$ cat config.mk
export PLATFORM = sky130hd
export DESIGN_NAME = run_class_pattern_detector_top
export DESIGN_NICKNAME = d
export VERILOG_FILES = /design/src/sv/rcpd_pkg.sv /design/src/sv/rcpd_ram.sv /design/src/sv/rcpd_fail_build.sv /design/src/sv/rcpd_matcher.sv /design/src/sv/run_class_pattern_detector_top.sv
export SDC_FILE = /design/constraint.sdc
export NUM_CORES = 1
export LEC_CHECK = 0
export ABC_AREA = 1
export BUFFER_PORTS_ARGS = -buffer_cell sky130_fd_sc_hd__buf_4
export CORE_AREA = 2 2 94 96
export DETAILED_ROUTE_END_ITERATION = 6
export DIE_AREA = 0 0 96 98
export PLACE_DENSITY = 0.79
export SETUP_SLACK_MARGIN = 0.3
export SYNTH_ARGS = -nofsm -noshare
export SYNTH_HDL_FRONTEND = slang
export SYNTH_SLANG_ARGS = --single-unit
$ cat constraint.sdc
create_clock -name clk -period 2.8 [get_ports clk]
set_clock_uncertainty 0.15 [all_clocks]
set_input_delay 0.14 -clock clk [delete_from_list [all_inputs] [get_ports clk]]
set_output_delay 0.14 -clock clk [all_outputs]
set_load 0.01 [all_outputs]
$ cat src/sv/rcpd_pkg.sv
// Shared types, constants and helpers for the run-class pattern detector.
// No dependencies; every other file but rcpd_ram imports this package.
`timescale 1ns / 1ps
`default_nettype none
package rcpd_pkg;

	localparam int SYMS_W    = 16;
	localparam int SYM_SLOTS = SYMS_W / 2;
	localparam int LEN_W     = 4;
	localparam int CFG_IDX_W = 2;

	typedef logic [1:0]        sym_t;
	typedef logic [7:0]        pix_t;
	typedef logic [SYMS_W-1:0] syms_t;
	typedef logic [LEN_W-1:0]  len_t;

	// register indexes of the configuration port
	localparam logic [CFG_IDX_W-1:0] CFG_SYMBOLS = 2'd0;
	localparam logic [CFG_IDX_W-1:0] CFG_LENGTH  = 2'd1;

	localparam syms_t SYMS_RESET = 16'd493;
	localparam len_t  LEN_RESET  = 4'd5;

	localparam pix_t PIX_BLACK = 8'd0;
	localparam pix_t PIX_MID   = 8'd128;
	localparam pix_t PIX_WHITE = 8'd255;

	localparam sym_t CLS_OTHER = 2'd0;
	localparam sym_t CLS_BLACK = 2'd1;
	localparam sym_t CLS_MID   = 2'd2;
	localparam sym_t CLS_WHITE = 2'd3;

	function automatic sym_t class_of(input pix_t p);
		sym_t c;
		c = CLS_OTHER;
		if (p == PIX_BLACK)
			c = CLS_BLACK;
		else if (p == PIX_MID)
			c = CLS_MID;
		else if (p == PIX_WHITE)
			c = CLS_WHITE;
		return c;
	endfunction

	// symbols past the register read as zero
	function automatic sym_t symbol_at(input syms_t syms, input logic [4:0] idx);
		sym_t s;
		s = CLS_OTHER;
		if (idx < 5'(SYM_SLOTS))
			s = syms[{idx[2:0], 1'b0} +: 2];
		return s;
	endfunction

endpackage
`default_nettype wire

$ cat src/sv/rcpd_ram.sv
// Generic single-write, single-read RAM with registered read data.
// No dependencies.
`timescale 1ns / 1ps
`default_nettype none
module rcpd_ram #(
	parameter int WIDTH = 3,
	parameter int DEPTH = 8
) (
	input  wire                                          clk,
	input  wire                                          we,
	input  wire  [((DEPTH > 1) ? $clog2(DEPTH) : 1)-1:0] waddr,
	input  wire  [WIDTH-1:0]                             wdata,
	input  wire  [((DEPTH > 1) ? $clog2(DEPTH) : 1)-1:0] raddr,
	output logic [WIDTH-1:0]                             rdata
);
	logic [WIDTH-1:0] mem_q [DEPTH];
	logic [WIDTH-1:0] rdata_q;

	always_ff @(posedge clk) begin
		if (we)
			mem_q[waddr] <= wdata;
		rdata_q <= mem_q[raddr];
	end

	assign rdata = rdata_q;
endmodule
`default_nettype wire

$ cat src/sv/rcpd_fail_build.sv
// Failure-table builder: walks the pattern and writes the prefix table into the RAM.
// Depends on rcpd_pkg; drives the write port and, while busy, the read port of rcpd_ram.
`timescale 1ns / 1ps
`default_nettype none
module rcpd_fail_build #(
	parameter int JW = 4,
	parameter int AW = 3
) (
	input  wire                   clk,
	input  wire                   arst_n,
	input  wire                   start,
	input  wire  rcpd_pkg::syms_t syms,
	input  wire  [JW-1:0]         n,
	input  wire  [AW-1:0]         rdata,
	output logic                  busy,
	output logic                  we,
	output logic [AW-1:0]         waddr,
	output logic [AW-1:0]         wdata,
	output logic [AW-1:0]         raddr
);
	import rcpd_pkg::*;

	localparam logic [1:0] B_IDLE = 2'd0;
	localparam logic [1:0] B_INIT = 2'd1;
	localparam logic [1:0] B_CMP  = 2'd2;
	localparam logic [1:0] B_WAIT = 2'd3;

	logic [1:0]    state_q;
	logic [JW-1:0] i_q;
	logic [JW-1:0] k_q;
	logic [JW-1:0] k_dec;
	logic [JW-1:0] k_inc;
	logic          sym_eq;

	assign sym_eq = symbol_at(syms, 5'(i_q)) == symbol_at(syms, 5'(k_q));
	assign k_dec  = k_q - JW'(1);
	assign k_inc  = k_q + JW'(1);
	assign busy   = state_q != B_IDLE;

	always_comb begin
		we    = 1'b0;
		waddr = i_q[AW-1:0];
		wdata = '0;
		raddr = k_dec[AW-1:0];
		unique case (state_q)
			B_INIT: begin
				we    = 1'b1;
				waddr = '0;
			end
			B_CMP: begin
				if (i_q < n) begin
					if (sym_eq) begin
						we    = 1'b1;
						wdata = k_inc[AW-1:0];
					end else if (k_q == '0) begin
						we = 1'b1;
					end
				end
			end
			B_IDLE, B_WAIT: begin
				we = 1'b0;
			end
		endcase
	end

	always_ff @(posedge clk or negedge arst_n) begin
		if (!arst_n) begin
			state_q <= B_INIT;
			i_q     <= '0;
			k_q     <= '0;
		end else if (start) begin
			state_q <= B_INIT;
		end else begin
			unique case (state_q)
				B_IDLE: state_q <= B_IDLE;
				B_INIT: begin
					i_q     <= JW'(1);
					k_q     <= '0;
					state_q <= B_CMP;
				end
				B_CMP: begin
					if (i_q >= n) begin
						state_q <= B_IDLE;
					end else if (sym_eq) begin
						k_q <= k_inc;
						i_q <= i_q + JW'(1);
					end else if (k_q != '0) begin
						// fall back: fetch table[k-1]
						state_q <= B_WAIT;
					end else begin
						i_q <= i_q + JW'(1);
					end
				end
				B_WAIT: begin
					k_q     <= JW'(rdata);
					state_q <= B_CMP;
				end
			endcase
		end
	end
endmodule
`default_nettype wire

$ cat src/sv/rcpd_matcher.sv
// Per-pixel run tracking, KMP matcher and output register.
// Depends on rcpd_pkg; reads the failure table through rcpd_ram.
`timescale 1ns / 1ps
`default_nettype none
module rcpd_matcher #(
	parameter int JW = 4,
	parameter int AW = 3
) (
	input  wire                   clk,
	input  wire                   arst_n,
	input  wire                   accept,
	input  wire  rcpd_pkg::pix_t  pixel,
	input  wire                   line_end,
	input  wire                   cfg_clr,
	input  wire  rcpd_pkg::syms_t syms,
	input  wire  [JW-1:0]         n,
	input  wire  [AW-1:0]         rdata,
	input  wire                   out_stall,
	output logic [AW-1:0]         raddr,
	output logic                  busy,
	output logic                  out_valid,
	output logic                  found
);
	import rcpd_pkg::*;

	localparam logic [1:0] M_IDLE = 2'd0;
	localparam logic [1:0] M_FEED = 2'd1;
	localparam logic [1:0] M_WAIT = 2'd2;
	localparam logic [1:0] M_DONE = 2'd3;

	logic [1:0]    state_q;
	pix_t          prev_q;
	logic          started_q;
	logic          matched_q;
	logic [JW-1:0] ml_q;
	logic [JW-1:0] j_q;
	sym_t          c_q;
	logic          last_q;
	logic          out_valid_q;
	logic          found_q;

	logic          new_run;
	logic          sym_hit;
	logic [JW-1:0] j_dec;
	logic [JW-1:0] j_next;
	logic          slot_free;

	assign new_run   = !started_q || (pixel != prev_q);
	assign sym_hit   = symbol_at(syms, 5'(j_q)) == c_q;
	assign j_dec     = j_q - JW'(1);
	assign j_next    = sym_hit ? j_q + JW'(1) : j_q;
	assign raddr     = j_dec[AW-1:0];
	assign slot_free = !out_valid_q || !out_stall;
	assign busy      = state_q != M_IDLE;
	assign out_valid = out_valid_q;
	assign found     = found_q;

	always_ff @(posedge clk or negedge arst_n) begin
		if (!arst_n) begin
			state_q     <= M_IDLE;
			prev_q      <= PIX_BLACK;
			started_q   <= 1'b0;
			matched_q   <= 1'b0;
			ml_q        <= '0;
			j_q         <= '0;
			c_q         <= CLS_OTHER;
			last_q      <= 1'b0;
			out_valid_q <= 1'b0;
			found_q     <= 1'b0;
		end else begin
			// in M_DONE the output register is reloaded instead
			if (out_valid_q && !out_stall && state_q != M_DONE)
				out_valid_q <= 1'b0;
			if (cfg_clr)
				ml_q <= '0;
			unique case (state_q)
				M_IDLE: begin
					if (accept) begin
						prev_q    <= pixel;
						started_q <= 1'b1;
						last_q    <= line_end;
						if (new_run && !matched_q) begin
							c_q     <= class_of(pixel);
							j_q     <= (ml_q >= n) ? '0 : ml_q;
							state_q <= M_FEED;
						end else if (line_end) begin
							state_q <= M_DONE;
						end
					end
				end
				M_FEED: begin
					if (j_q != '0 && !sym_hit) begin
						state_q <= M_WAIT;
					end else begin
						if (j_next >= n) begin
							matched_q <= 1'b1;
							ml_q      <= '0;
						end else begin
							ml_q <= j_next;
						end
						state_q <= last_q ? M_DONE : M_IDLE;
					end
				end
				M_WAIT: begin
					j_q     <= JW'(rdata);
					state_q <= M_FEED;
				end
				M_DONE: begin
					// hold until the output register frees up
					if (slot_free) begin
						out_valid_q <= 1'b1;
						found_q     <= matched_q;
						started_q   <= 1'b0;
						matched_q   <= 1'b0;
						ml_q        <= '0;
						state_q     <= M_IDLE;
					end
				end
			endcase
		end
	end
endmodule
`default_nettype wire

$ cat src/sv/run_class_pattern_detector_top.sv
// Top level of the run-class pattern detector: configuration registers and RAM sharing.
// Depends on rcpd_pkg, rcpd_ram, rcpd_fail_build and rcpd_matcher.
`timescale 1ns / 1ps
`default_nettype none
// Pixels of a line enter on pixel/line_end; equal neighbors form one run, each run is
// classed (0 -> 1, 128 -> 2, 255 -> 3, else 0) and the class stream is matched against
// the configured pattern with a KMP automaton whose failure table sits in a small RAM.
// One word leaves on found at each line end. A pixel that starts no new run, or arrives
// after the line has matched, is taken without leaving the idle state. A pixel that starts
// a run before the match passes through the feed state, plus a wait and a feed for each
// fallback step through the failure table (at most pattern length - 1 steps, each a
// registered RAM read). The line-end pixel then passes through a done state, which holds
// while the previous found word is still stalled. After reset and after every write of a
// pattern register the failure table is rebuilt, during which in_stall is high and
// cfg_ready is low. in_stall is also high while a configuration word is offered, so a
// pixel never enters in the same cycle as a register write.
module run_class_pattern_detector_top #(
	parameter int MAX_PATTERN = 8
) (
	input  wire                              clk,
	input  wire                              arst_n,
	input  wire                              in_valid,
	output logic                             in_stall,
	input  wire  rcpd_pkg::pix_t             pixel,
	input  wire                              line_end,
	output logic                             out_valid,
	input  wire                              out_stall,
	output logic                             found,
	input  wire                              cfg_valid,
	output logic                             cfg_ready,
	input  wire  [rcpd_pkg::CFG_IDX_W-1:0]   cfg_index,
	input  wire  rcpd_pkg::syms_t            cfg_data
);
	import rcpd_pkg::*;

	localparam int JW = $clog2(MAX_PATTERN + 1);
	localparam int AW = (MAX_PATTERN > 1) ? $clog2(MAX_PATTERN) : 1;

	syms_t         syms_q;
	len_t          len_q;
	logic [4:0]    len_x;
	logic [4:0]    n_x;
	logic [JW-1:0] n;

	logic          cfg_wr;
	logic          cfg_known;
	logic          accept;

	logic          b_busy;
	logic          b_we;
	logic [AW-1:0] b_waddr;
	logic [AW-1:0] b_wdata;
	logic [AW-1:0] b_raddr;
	logic          m_busy;
	logic [AW-1:0] m_raddr;
	logic [AW-1:0] ram_raddr;
	logic [AW-1:0] ram_rdata;

	// clamp the length to 1..MAX_PATTERN
	assign len_x = {1'b0, len_q};
	assign n_x   = (len_q == '0) ? 5'd1 :
	               ((len_x > 5'(MAX_PATTERN)) ? 5'(MAX_PATTERN) : len_x);
	assign n     = n_x[JW-1:0];

	assign cfg_ready = !b_busy && !m_busy;
	assign cfg_wr    = cfg_valid && cfg_ready;
	assign cfg_known = cfg_wr && (cfg_index == CFG_SYMBOLS || cfg_index == CFG_LENGTH);
	// hold pixels off while a register write is offered
	assign in_stall  = b_busy || m_busy || cfg_valid;
	assign accept    = in_valid && !in_stall;
	assign ram_raddr = b_busy ? b_raddr : m_raddr;

	always_ff @(posedge clk or negedge arst_n) begin
		if (!arst_n) begin
			syms_q <= SYMS_RESET;
			len_q  <= LEN_RESET;
		end else if (cfg_wr) begin
			if (cfg_index == CFG_SYMBOLS)
				syms_q <= cfg_data;
			else if (cfg_index == CFG_LENGTH)
				len_q <= cfg_data[LEN_W-1:0];
		end
	end

	rcpd_ram #(
		.WIDTH (AW),
		.DEPTH (MAX_PATTERN)
	) u_ram (
		.clk   (clk),
		.we    (b_we),
		.waddr (b_waddr),
		.wdata (b_wdata),
		.raddr (ram_raddr),
		.rdata (ram_rdata)
	);

	rcpd_fail_build #(
		.JW (JW),
		.AW (AW)
	) u_build (
		.clk    (clk),
		.arst_n (arst_n),
		.start  (cfg_known),
		.syms   (syms_q),
		.n      (n),
		.rdata  (ram_rdata),
		.busy   (b_busy),
		.we     (b_we),
		.waddr  (b_waddr),
		.wdata  (b_wdata),
		.raddr  (b_raddr)
	);

	rcpd_matcher #(
		.JW (JW),
		.AW (AW)
	) u_match (
		.clk       (clk),
		.arst_n    (arst_n),
		.accept    (accept),
		.pixel     (pixel),
		.line_end  (line_end),
		.cfg_clr   (cfg_known),
		.syms      (syms_q),
		.n         (n),
		.rdata     (ram_rdata),
		.out_stall (out_stall),
		.raddr     (m_raddr),
		.busy      (m_busy),
		.out_valid (out_valid),
		.found     (found)
	);

	a_rebuild_on_cfg: assert property (@(posedge clk) disable iff (!arst_n)
		cfg_known |=> b_busy)
		else $error("pattern write did not start a table rebuild");

	a_no_write_while_matching: assert property (@(posedge clk) disable iff (!arst_n)
		b_we |-> !m_busy)
		else $error("failure table written while a pixel is in flight");

	a_result_from_line: assert property (@(posedge clk) disable iff (!arst_n)
		$rose(out_valid) |-> $past(m_busy))
		else $error("result word appeared without a line end in progress");

endmodule
`default_nettype wire

==> results by group, run 1 <==
Timing
  • Timing-limited maximum frequency: between 300 and 400 MHz
  • Final critical delay including setup and external delays: 2.81 ns
  • Final setup fails: 1
  • Final hold slack: 0.0208 ns
  • Unrepaired setup endpoints after global routing: yes
  • Max-slew violations: 0
  • Setup WS post-layout: -0.0128 ns
  • Hold Vio Cnt, Final: 0
  • Final worst path period share: 1.00
  • Worst slew margin: 0.514
  • Sum Neg Setup Slack: -0.0128 ns
  • Actual slew at the worst max-slew pin: 0.728 ns

Clock tree
  • Number of CTS-inserted buffers: 9
  • Clock latency reported for the late side of the worst-skew pair: about 0.37 ns
  • Post-CTS clock slew at the launch and capture registers of the worst setup and hold paths: 0.09 ns
  • CTS root buf: sky130_fd_sc_hd__clkbuf_8
  • CTS H-Tree Depth: 3
  • CTS tree: built
  • Max Buffers Root-to-Sink: 2
  • Sinks on Clock Net: 82

Synth
  • Synth async-reset ratio: 0.671
  • Sequential area share after synthesis: 0.434
  • Top flip-flop cell by instance count after synthesis: sky130_fd_sc_hd__dfrtp_1
  • Largest family of logic cells by synthesized area: simple AND/OR/NAND/NOR gates
  • Mean post-synth cell area: 7.92 um2
  • Count of mapped cells out of synthesis: 631
  • Number of enable-type register cells in the synthesized netlist: 24
  • Fraction of the mapped netlist area in compound gates: 0.149
  • Fraction of synthesized cell area in xor and xnor cells: 0.0175
  • Net count after synthesis: 685
  • Proportion of synthesized area in mux cells: 0
  • Basic-gate share of the synthesized area counting and, or, nand and nor cells: 0.259
  • Post-synthesis register bit count: 82
  • Count of unique library cells instantiated by Yosys: 40
  • Adder and majority cell fraction of the synthesized area: 0.0551
  • Area of the mapped netlist: 5000 um2
  • Yosys warnings: 0

GRT
  • Pin count of the biggest net entering global routing: 56
  • Antenna violations before repair: 0
  • Remaining Overflow, GRT: 0
  • Via count of the first global-routing pass: 4555
  • Tot GR Track Use: 0.289
  • Global-route wire length before repair: 21.0 mm

Setup path
  • Worst setup SP type: flip-flop
  • Critical path class: reg -> reg
  • Reg-to-reg critical path endpoint: u_match.ml_q[3]
  • Worst setup endpoint: u_match.ml_q[3]
  • Cells on worst reg2reg path: 23
  • Cell seen most often among critical-path stages: sky130_fd_sc_hd__nand2_2
  • Critical path buffer and inverter count: 4
  • Critical path fanouts, max: 9
  • CP delay by family, top: simple AND/OR/NAND/NOR gates
  • Largest incremental delay on the critical path: 0.48 ns
  • Crit. Startpoint: u_match.j_q[0]
  • Worst reg2reg startpoint: u_match.j_q[0]
  • Worst-case register-to-register setup slack: -0.01 ns
  • Critical-path cell list: inv_4, nand2_1, nand3_1, nand2_1, nand2_2, nand2_1, nand2_1, nand2_2, nor2_4, buf_6, nand2_2, nand2_2, inv_1, ha_1, o21ai_1, nand2_1, a21oi_2, inv_2, nor2_4, nand2_2, nand2_2, nand2_2, nand2_1
  • Sort of element at the end of the critical path: flip-flop
  • Total number of cells along the worst setup path: 23
  • CP max-delay cell: sky130_fd_sc_hd__dfrtp_2
  • Arrival @ worst endpoint: between 2 and 3 ns
  • Data required time at the worst endpoint: 2.96 ns

Detailed routing
  • Final ANT Viol Nets: 0
  • Routed len/inst: 17.2 um
  • Highest metal layer with signal wires: met4
  • Routed wire length on met2: 7.49 mm
  • Overall routed net length: 14.5 mm
  • Detailed-routing iteration count for the pre-antenna-repair pass: 7
  • Detailed-routing wirelength on met1: 5.34 mm
  • Final routed DRC violation total: 1
  • Count of routing violations after the opening detailed-route iteration: approximately 440
  • Via count of the routed design: between 4000 and 5000
  • Wire length on met3: 1.11 mm
  • DR vias/cell: 5.74

Final layout
  • Fin nets: 786
  • Layout area overhead: 30.5%
  • Ratio of cells with drive above 1 in the final layout: 0.294
  • Utilization of the core after routing: 0.771
  • Inserted Diodes: 0

Placement
  • HPWL reported at the end of detailed placement: 8.55 mm
  • Number of buffer cells added on primary ports: 35
  • Gpl congestion: about 0.92
  • Setup WS pre-CTS: -0.0405 ns

Floorplan
  • Number of rows in the core area: 34
  • Initial core utilization: 0.591
  • Floorplan core area: 8470 um2
  • Vertical die dimension: 98 um
  • Number of top-level pins: 36
  • Die Width: 96 um
  • Floorplan die area: roughly 9400 um2

Status
  • Violations in the final reports: design-rule violations, negative setup slack
  • Status: complete, but fails checks

Power and ir drop
  • Leakage power: 2.99 nW
  • Power density over cell area: 1060 nW/um2
  • Max VDD drop: slightly below 0.0007 V
  • Total Power Consumption: between 6 and 7 mW

Min path
  • Hold crit path type: in -> reg

Run
  • Number of maximum-capacitance violations: 0
==> kinds of logic (layout without fill, tap and decap cells) <==
| kind of cell | count (synthesis) | in the layout |
|---|---|---|
| compound gates | 129 | 129 |
| flops | 82 | 82 |
| buf+inv | 101 | 207 |
| xor+xnor | 10 | 10 |
| simple gates | 287 | 287 |
| fa+ha+maj | 22 | 22 |
==> power by group <==
part	internal (mW)	switching [mW]	total [mW]
sequential	1.62	0.286	1.91
clock	0.421	0.493	0.914
combinational	1.63	2.47	4.10
==> per-stage QoR <==
step,std cells,instance area [um2]
6_report,845,6520
2_1_floorplan,631,5010
3_3_place_gp,780,5470
4_1_cts,837,6170
5_1_grt,845,6520
3_5_place_dp,780,5470
==> sequential cells by signal, indices dropped and copies added, names as in the netlist <==
register and cells:
u_ram.mem_q 24, syms_q 16, u_match.prev_q 8, len_q 4
u_build.i_q 4, u_build.k_q 4, u_match.j_q 4, u_match.ml_q 4
u_ram.rdata 3, u_build.state_q 2, u_match.c_q 2, u_match.state_q 2
u_match.found 1, u_match.last_q 1, u_match.matched_q 1, u_match.out_valid 1
u_match.started_q 1
==> timing repair <==
action,4_1_cts,5_1_grt
resized for setup,34,78
pin swaps,9,31
buffers inserted,13,8
hold buffers,28,0
endpoints found under the setup margin,42,70
hold endpoints to repair,77,0
==> worst register-to-register path: cells and delay by family, from the launching register on <==
family / cells / cell delay, ns
AO/OA/AOI/OAI: 2 / 0.21
AND/OR/NAND/NOR: 16 / 1.27
flip-flops: 1 / 0.48
buffers and inverters: 4 / 0.37
adder cells (fa/ha/maj): 1 / 0.27
==> worst min-delay path by stage <==
stage	cells past startpoint	start	to	slack, ns
final	3	cfg_index[0]	syms_q[3]	0.02
after global routing	3	cfg_index[0]	syms_q[3]	0.03
after CTS	3	cfg_index[0]	syms_q[3]	0.008
after detailed placement	1	arst_n	u_build.i_q[1]	0.09
after global placement	1	arst_n	u_build.i_q[1]	0.08
after floorplan	0	arst_n	len_q[1]	-0.31
==> Yosys cell counts (4+ instances only) <==
cell type / count / area, um2
sky130_fd_sc_hd__nand4_1: 6 / 37.5
sky130_fd_sc_hd__xor2_1: 5 / 43.8
sky130_fd_sc_hd__o21ai_0: 57 / 285
sky130_fd_sc_hd__dfrtp_1: 45 / 1130
sky130_fd_sc_hd__ha_1: 22 / 275
sky130_fd_sc_hd__buf_2: 5 / 25.0
sky130_fd_sc_hd__nor3_1: 8 / 40.0
sky130_fd_sc_hd__o22ai_1: 5 / 31.3
sky130_fd_sc_hd__edfxtp_1: 24 / 721
sky130_fd_sc_hd__clkbuf_1: 4 / 15.0
sky130_fd_sc_hd__dfstp_2: 10 / 263
sky130_fd_sc_hd__a21oi_1: 33 / 165
sky130_fd_sc_hd__xnor2_1: 5 / 43.8
sky130_fd_sc_hd__inv_1: 77 / 289
sky130_fd_sc_hd__a21oi_2: 12 / 105
sky130_fd_sc_hd__nand2_1: 163 / 612
sky130_fd_sc_hd__nand3_1: 36 / 180
sky130_fd_sc_hd__or2_2: 5 / 31.3
sky130_fd_sc_hd__inv_2: 7 / 26.3
sky130_fd_sc_hd__o211ai_1: 6 / 45.0
sky130_fd_sc_hd__nor2_4: 14 / 158
sky130_fd_sc_hd__o21ai_1: 4 / 20.0
sky130_fd_sc_hd__nor2_1: 46 / 173
sky130_fd_sc_hd__o21ai_2: 4 / 35.0
==> layout by cell type, fill, tap and decap left out, drive strengths merged, types with 9 or more instances in the layout <==
cell,count
a21oi,45
ha,22
edfxtp,24
nand2,165
o21ai,65
dfstp,10
nor3,9
dlygate4sd3,28
clkbuf,9
buf,78
nor2,60
dfrtp,45
nand3,37
inv,88
==> metal layers <==
metal / vias up / global-route usage
met4: 0 / 0.0934
met1: 2257 / 0.353
met3: 70 / 0.0548
met5: - / 0
li1: 2272 / -
met2: 255 / 0.505
==> cell type report <==
| type | instances | area, um2 |
|---|---|---|
| sequential | 82 | 2170 |
| clock buffer | 9 | 124 |
| multi-input combinational | 448 | 2740 |
| fill | 566 | 1940 |
| tap | 108 | 135 |
| inverter | 85 | 329 |
| clock inverter | 7 | 73.8 |
| timing repair buffer | 106 | 951 |
No activity file was read; power rests on OpenSTA's default activity.
==> run 2, diff against run 1 <==
--- a/config.mk
+++ b/config.mk
@@ -11,6 +11,8 @@
 export DETAILED_ROUTE_END_ITERATION = 6
 export DIE_AREA = 0 0 96 98
 export PLACE_DENSITY = 0.79
+export RECOVER_POWER = 50
+export REMOVE_ABC_BUFFERS = 1
 export SETUP_SLACK_MARGIN = 0.3
 export SYNTH_ARGS = -nofsm -noshare
 export SYNTH_HDL_FRONTEND = slang
==> results by group, run 2 (synthesized netlist as in run 1, its figures left out) <==
Min path
  • Hold crit path type: in -> reg (unchanged)
  • Hold depth: 4 (was 3)
  • Worst hold endpoint: u_build.state_q[0] (was syms_q[3])
  • Min-delay src: cfg_index[1] (was cfg_index[0])

Setup path
  • Reg-to-reg critical path endpoint: u_match.ml_q[3] (unchanged)
  • Cells on worst reg2reg path: 22 (was 23)
  • Data required time at the worst endpoint: 2.96 ns (about the same)
  • Critical path fanouts, max: 6 (was 9)
  • Cell seen most often among critical-path stages: sky130_fd_sc_hd__nand2_1 (was sky130_fd_sc_hd__nand2_2)
  • CP max-delay cell: sky130_fd_sc_hd__dfrtp_2 (unchanged)
  • Largest incremental delay on the critical path: 0.47 ns (was 0.48 ns)
  • Critical-path cell list: buf_8, nand2_2, nand3_2, nand2_2, nand2_4, nand2_2, nand2_2, nand2_4, nor2_4, xor2_2, ha_1, inv_2, a21oi_2, o21ai_2, nand2_1, a21oi_2, inv_2, nor2_4, nand2_1, nand2_1, nand2_1, nand2_1 (was inv_4, nand2_1, nand3_1, nand2_1, nand2_2, nand2_1, nand2_1, nand2_2, nor2_4, buf_6, nand2_2, nand2_2, inv_1, ha_1, o21ai_1, nand2_1, a21oi_2, inv_2, nor2_4, nand2_2, nand2_2, nand2_2, nand2_1)
  • Worst reg2reg startpoint: u_match.j_q[0] (unchanged)
  • Critical path buffer and inverter count: 3 (was 4)
  • CP delay by family, top: simple AND/OR/NAND/NOR gates (unchanged)
  • Worst-case register-to-register setup slack: -0.20 ns (was -0.01 ns)
  • Arrival @ worst endpoint: 3.15 ns (was 2.97 ns)
  • Worst setup SP type: flip-flop (unchanged)
  • Critical path class: reg -> reg (unchanged)
  • Sort of element at the end of the critical path: flip-flop (unchanged)
  • Crit. Startpoint: u_match.j_q[0] (unchanged)

Power and ir drop
  • Max VDD drop: 0.000854 V (was 0.000676 V)
  • Power density over cell area: 1160 nW/um2 (was 1060 nW/um2)
  • Leakage power: 3.06 nW (was 2.99 nW)

Floorplan
  • Floorplan die area: 9410 um2 (unchanged)
  • Number of rows in the core area: 34 (unchanged)
  • Vertical die dimension: 98 um (unchanged)
  • Floorplan core area: 8470 um2 (unchanged)
  • Die Width: 96 um (unchanged)
  • Initial core utilization: 0.591 (unchanged)
  • Number of top-level pins: 36 (unchanged)

GRT
  • Remaining Overflow, GRT: 0 (unchanged)
  • Antenna violations before repair: 0 (unchanged)
  • Via count of the first global-routing pass: 4864 (was 4555)
  • Tot GR Track Use: 0.304 (was 0.289)
  • Global-route wire length before repair: 22.6 mm (was 21.0 mm)
  • Pin count of the biggest net entering global routing: 56 (unchanged)

Detailed routing
  • Count of routing violations after the opening detailed-route iteration: 404 (was 438)
  • Detailed-routing iteration count for the pre-antenna-repair pass: 7 (unchanged)
  • DR vias/cell: 5.94 (was 5.74)
  • Final ANT Viol Nets: 0 (unchanged)
  • Overall routed net length: 15.2 mm (was 14.5 mm)
  • Routed len/inst: 17.8 um (was 17.2 um)
  • Final routed DRC violation total: 0 (was 1)
  • Via count of the routed design: 5084 (was 4854)

Final layout
  • Ratio of cells with drive above 1 in the final layout: 0.324 (was 0.294)
  • Largest reg by FF count: u_ram.mem_q (unchanged)
  • Flip-flop count of the largest register after layout: 24 (unchanged)
  • Leading cell types in the layout, fill and taps excluded: 133 x sky130_fd_sc_hd__nand2_1, 78 x sky130_fd_sc_hd__buf_4, 67 x sky130_fd_sc_hd__inv_1 (was 139 x sky130_fd_sc_hd__nand2_1, 68 x sky130_fd_sc_hd__inv_1, 60 x sky130_fd_sc_hd__buf_4)
  • Leading cell type in the layout, fill and taps excluded: sky130_fd_sc_hd__nand2_1 (unchanged)
  • Layout area overhead: 32.5% (was 30.5%)
  • Inserted Diodes: 0 (unchanged)
  • Fin nets: 797 (was 786)
  • Biggest registers after layout: u_ram.mem_q (24), syms_q (16), u_match.prev_q (8) (unchanged)
  • Final Non-Filler Cells: 856 (was 845)

Clock tree
  • Clock latency reported for the late side of the worst-skew pair: 0.37 ns (about the same)
  • Sinks on Clock Net: 82 (unchanged)
  • CTS tree: built (unchanged)
  • Post-CTS clock slew at the launch and capture registers of the worst setup and hold paths: 0.09 ns (about the same)
  • CTS root buf: sky130_fd_sc_hd__clkbuf_8 (unchanged)
  • CTS H-Tree Depth: 3 (unchanged)
  • Max Buffers Root-to-Sink: 2 (unchanged)
  • Number of CTS-inserted buffers: 9 (unchanged)

Placement
  • HPWL reported at the end of detailed placement: 8.86 mm (was 8.55 mm)
  • Dpl cells: 787 (was 780)
  • Gpl congestion: 0.957 (was 0.918)
  • Number of buffer cells added on primary ports: 35 (unchanged)

Timing
  • Final worst path period share: 1.07 (was 1.00)
  • Actual slew at the worst max-slew pin: 1.44 ns (was 0.728 ns)
  • Final critical delay including setup and external delays: 3.00 ns (was 2.81 ns)
  • Worst slew margin: 0.0410 (was 0.514)
  • Timing-limited maximum frequency: 334 MHz (was 356 MHz)
  • Setup WS post-layout: -0.196 ns (was -0.0128 ns)
  • Max-slew violations: 0 (unchanged)
  • Hold Vio Cnt, Final: 0 (unchanged)
  • Unrepaired setup endpoints after global routing: yes (unchanged)
  • Final hold slack: 0.0106 ns (was 0.0208 ns)
  • Final setup fails: 5 (was 1)

Run
  • Number of maximum-capacitance violations: 0 (unchanged)

Status
  • Violations in the final reports: negative setup slack (was design-rule violations, negative setup slack)
  • Status: complete, but fails checks (unchanged)
run 2: metal layers:
metal  GRT usage  routed length [um]  vias to the layer above
li1            -                   -                     2287
met1       0.388                5740                     2391
met2       0.503                7590                      329
met3      0.0579                1200                       77
met4       0.123                 702                        0
met5           0                   0                        -
run 2: area by class of cell:
cell class,count,area [um2]
Fill cell,507,1840
Sequential cell,82,2170
Timing Repair inverter,1,7.51
Inverter,85,328
Clock buffer,9,124
Clock inverter,7,101
Multi-Input combinational cell,448,2790
Timing Repair Buffer,116,963
Tap cell,108,135
run 2: report_power, final:
group	switching [mW]	leakage, nW	internal (mW)
logic	2.86	2.03	1.90
clock network	0.496	0.106	0.510
registers	0.312	0.924	1.63
total	3.67	3.06	4.03
run 2: worst min-delay path, stage by stage:
cell and delay [ns]:
sky130_fd_sc_hd__buf_4 0.09, sky130_fd_sc_hd__nor2_4 0.04, sky130_fd_sc_hd__inv_2 0.15, sky130_fd_sc_hd__nand3_1 0.11
run 2: worst max-delay path by stage:
stage / endpoint / cells after the start
floorplan: syms_q[1] / 10
global placement: u_match.ml_q[0] / 20
detailed placement: u_match.ml_q[0] / 20
CTS: u_match.ml_q[3] / 21
global route: u_match.ml_q[3] / 22
finish: u_match.ml_q[3] / 22
run 2: what timing repair did:
item / 4_1_cts / 5_1_grt
gates cloned: 2 / 0
setup buffers: 13 / 11
endpoints found under the hold margin: 75 / 0
hold buffers: 27 / 0
endpoints found under the setup margin: 36 / 66
gates resized for setup: 50 / 73
pin swaps: 10 / 45
run 2: through the flow:
stage	total power, mW	setup WS (ns)	setup TNS (ns)	utilization	area [um2]
final	7.70	-0.196	-0.724	0.782	6620
after global routing	8.15	-0.410	-1.48	0.782	6620
after CTS	6.64	0.0866	0	0.741	6270
after detailed placement	5.13	0.0278	0	0.652	5520
after global placement	5.00	0.109	0	0.652	5520
after floorplan	4.10	-0.124	-1.03	-	4890
==> run 3, diff against run 2 <==
==> constraint.sdc (replaced) <==
create_clock -name clk -period 2.8 [get_ports clk]
set_clock_uncertainty 0.15 [all_clocks]
set_input_delay 0.42 -clock clk [delete_from_list [all_inputs] [get_ports clk]]
set_output_delay 0.42 -clock clk [all_outputs]
set_load 0.01 [all_outputs]
==> results by group, run 3 (synthesized netlist as in run 1, its figures left out) <==
Status
  • Status: complete, but fails checks (unchanged)
  • Violations in the final reports: negative setup slack (unchanged)

Clock tree
  • Max Buffers Root-to-Sink: 2 (unchanged)
  • CTS H-Tree Depth: 3 (unchanged)
  • CTS tree: built (unchanged)
  • Clock latency reported for the late side of the worst-skew pair: 0.37 ns (about the same)
  • Sinks on Clock Net: 82 (unchanged)
  • Number of CTS-inserted buffers: 9 (unchanged)
  • CTS root buf: sky130_fd_sc_hd__clkbuf_8 (unchanged)
  • Post-CTS clock slew at the launch and capture registers of the worst setup and hold paths: 0.09 ns (about the same)

Detailed routing
  • Final routed DRC violation total: 0 (unchanged)
  • DR vias/cell: 6.00 (was 5.94)
  • Overall routed net length: 14.8 mm (was 15.2 mm)
  • Detailed-routing iteration count for the pre-antenna-repair pass: 5 (was 7)
  • Final ANT Viol Nets: 0 (unchanged)
  • Routed len/inst: 17.8 um (about the same)
  • Via count of the routed design: 4976 (was 5084)
  • Count of routing violations after the opening detailed-route iteration: 401 (was 404)

Final layout
  • Leading cell types in the layout, fill and taps excluded: 130 x sky130_fd_sc_hd__nand2_1, 78 x sky130_fd_sc_hd__buf_4, 67 x sky130_fd_sc_hd__inv_1 (was 133 x sky130_fd_sc_hd__nand2_1, 78 x sky130_fd_sc_hd__buf_4, 67 x sky130_fd_sc_hd__inv_1)
  • Layout area overhead: 27.4% (was 32.5%)
  • Sequential cell area: 2170 um2 (unchanged)
  • Inserted Diodes: 0 (unchanged)
  • Largest reg by FF count: u_ram.mem_q (unchanged)
  • Ratio of cells with drive above 1 in the final layout: 0.339 (was 0.324)
  • Total of fill cells in the finished design: 553 (was 507)
  • Fin nets: 771 (was 797)
  • Leading cell type in the layout, fill and taps excluded: sky130_fd_sc_hd__nand2_1 (unchanged)
  • Flip-flop count of the largest register after layout: 24 (unchanged)
  • Biggest registers after layout: u_ram.mem_q (24), syms_q (16), u_match.prev_q (8) (unchanged)
  • Area of combinational cells with multiple inputs: 2800 um2 (was 2790 um2)
  • Final Non-Filler Cells: 830 (was 856)

Placement
  • Gpl congestion: 0.957 (unchanged)
  • HPWL reported at the end of detailed placement: 8.86 mm (unchanged)
  • Number of buffer cells added on primary ports: 35 (unchanged)
  • Setup WS pre-CTS: 0.0278 ns (unchanged)
  • Dpl cells: 787 (unchanged)

Timing
  • Final worst path period share: 1.08 (was 1.07)
  • Unrepaired setup endpoints after global routing: yes (unchanged)
  • Final critical delay including setup and external delays: 3.01 ns (was 3.00 ns)
  • Worst slew margin: 0.0638 (was 0.0410)
  • Final setup fails: 4 (was 5)
  • Actual slew at the worst max-slew pin: 1.40 ns (was 1.44 ns)
  • Final hold slack: 0.125 ns (was 0.0106 ns)
  • Hold Vio Cnt, Final: 0 (unchanged)
  • Setup WS post-layout: -0.213 ns (was -0.196 ns)
  • Max-slew violations: 0 (unchanged)
  • Timing-limited maximum frequency: 332 MHz (was 334 MHz)

Power and ir drop
  • Max VDD drop: 0.000846 V (was 0.000854 V)
  • Net load switching power: 3.66 mW (was 3.67 mW)
  • Internal Pwr Total: 4.01 mW (was 4.03 mW)
  • Part of the total power dissipated in sequential elements: 0.253 (was 0.252)
  • Switching Fraction: 0.477 (was 0.476)
  • Part of the total power dissipated in combinational logic: 0.616 (was 0.618)
  • Clock network fraction of design power: 0.131 (about the same)
  • Total Power Consumption: 7.67 mW (was 7.70 mW)
  • Power density over cell area: 1200 nW/um2 (was 1160 nW/um2)
  • Leakage power: 2.95 nW (was 3.06 nW)

Setup path
  • Worst setup SP type: flip-flop (unchanged)
  • Sort of element at the end of the critical path: flip-flop (unchanged)
  • Cell seen most often among critical-path stages: sky130_fd_sc_hd__nand2_1 (unchanged)
  • Arrival @ worst endpoint: 3.17 ns (was 3.15 ns)
  • Data required time at the worst endpoint: 2.96 ns (about the same)
  • Critical-path cell list: buf_8, nand2_4, nand3_2, nand2_2, nand2_4, nand2_4, nand2_2, nand2_2, nor2_4, nand2_1, o21ai_1, ha_1, inv_1, a21oi_2, o21ai_2, nand2_1, a21oi_2, inv_2, nor2_4, nand2_1, nand2_1, nand2_1, nand2_1 (was buf_8, nand2_2, nand3_2, nand2_2, nand2_4, nand2_2, nand2_2, nand2_4, nor2_4, xor2_2, ha_1, inv_2, a21oi_2, o21ai_2, nand2_1, a21oi_2, inv_2, nor2_4, nand2_1, nand2_1, nand2_1, nand2_1)
  • Largest incremental delay on the critical path: 0.48 ns (was 0.47 ns)
  • Critical path class: reg -> reg (unchanged)
  • Critical path fanouts, max: 6 (unchanged)
  • CP max-delay cell: sky130_fd_sc_hd__dfrtp_2 (unchanged)

Floorplan
  • Vertical die dimension: 98 um (unchanged)
  • Number of rows in the core area: 34 (unchanged)
  • Floorplan core area: 8470 um2 (unchanged)
  • Number of top-level pins: 36 (unchanged)
  • Floorplan die area: 9410 um2 (unchanged)
  • Initial core utilization: 0.591 (unchanged)
  • Die Width: 96 um (unchanged)

GRT
  • Via count of the first global-routing pass: 4763 (was 4864)
  • Antenna violations before repair: 0 (unchanged)
  • Remaining Overflow, GRT: 0 (unchanged)
  • Pin count of the biggest net entering global routing: 56 (unchanged)
  • Global-route wire length before repair: 22.0 mm (was 22.6 mm)
  • Tot GR Track Use: 0.296 (was 0.304)

Run
  • Number of maximum-capacitance violations: 0 (unchanged)

Min path
  • Hold crit path type: in -> reg (unchanged)
==> run 3: routing by layer <==
layer | global-route usage | wire, um | vias to the layer above
met1 | 0.379 | 5560 | 2324
met3 | 0.0586 | 1200 | 94
met2 | 0.486 | 7270 | 320
met4 | 0.120 | 763 | 0
li1 | - | - | 2238
met5 | 0 | 0 | -
==> run 3: final cells by class <==
cell class / instances / area share
inverters: 85 / 0.0515
well taps: 108 / 0.0212
clock inverters: 7 / 0.0159
flip-flops and latches: 82 / 0.341
multi-input cells: 448 / 0.439
repair inverters: 1 / 0.00118
clock buffers: 9 / 0.0194
repair buffers: 90 / 0.110
==> run 3: through the flow <==
stage	instance area (um2)	utilization	TNS (ns)
after floorplan	4890	-	-1.03
after global placement	5520	0.652	0
after detailed placement	5520	0.652	0
after CTS	6010	0.710	0
after global routing	6370	0.752	-1.46
final	6370	0.752	-0.668
==> run 3: what timing repair did <==
action / 4_1_cts / 5_1_grt
hold buffers: 1 / 0
setup endpoints to repair: 36 / 65
gates resized for setup: 50 / 76
endpoints found under the hold margin: 45 / 0
gates cloned: 2 / 0
buffers inserted: 13 / 11
pin swaps: 10 / 44
==> run 3: power by group through the flow <==
stage / logic [mW] / clock network (mW) / registers, mW
global placement: 3.13 / 0 / 1.87
finish: 4.72 / 1.01 / 1.94
global route: 5.11 / 1.07 / 1.96
CTS: 3.74 / 0.992 / 1.88
floorplan: 2.26 / 0 / 1.84
detailed placement: 3.25 / 0 / 1.88
==> run 3: worst max-delay path: cells and delay by family (launching register included) <==
kind	cells	cell delay, ns
adder cells (fa/ha/maj)	1	0.26
AND/OR/NAND/NOR	15	1.26
AO/OA/AOI/OAI	4	0.45
buffers and inverters	3	0.32
flip-flops	1	0.48
==> run 3: path summary, 6_finish.rpt <==
| kind | start | to | slack, ns | cells past startpoint |
|---|---|---|---|---|
| max reg2reg | u_match.j_q[0] | u_match.ml_q[3] | -0.21 | 23 |
| max in group asynchronous | arst_n | u_match.j_q[1] | 0.81 | 2 |
| min | cfg_data[4] | syms_q[4] | 0.13 | 3 |
| min reg2reg | u_match.last_q | u_match.last_q | 0.35 | 2 |
| max | u_match.j_q[0] | u_match.ml_q[3] | -0.21 | 23 |
| min in group asynchronous | arst_n | syms_q[9] | 0.76 | 2 |
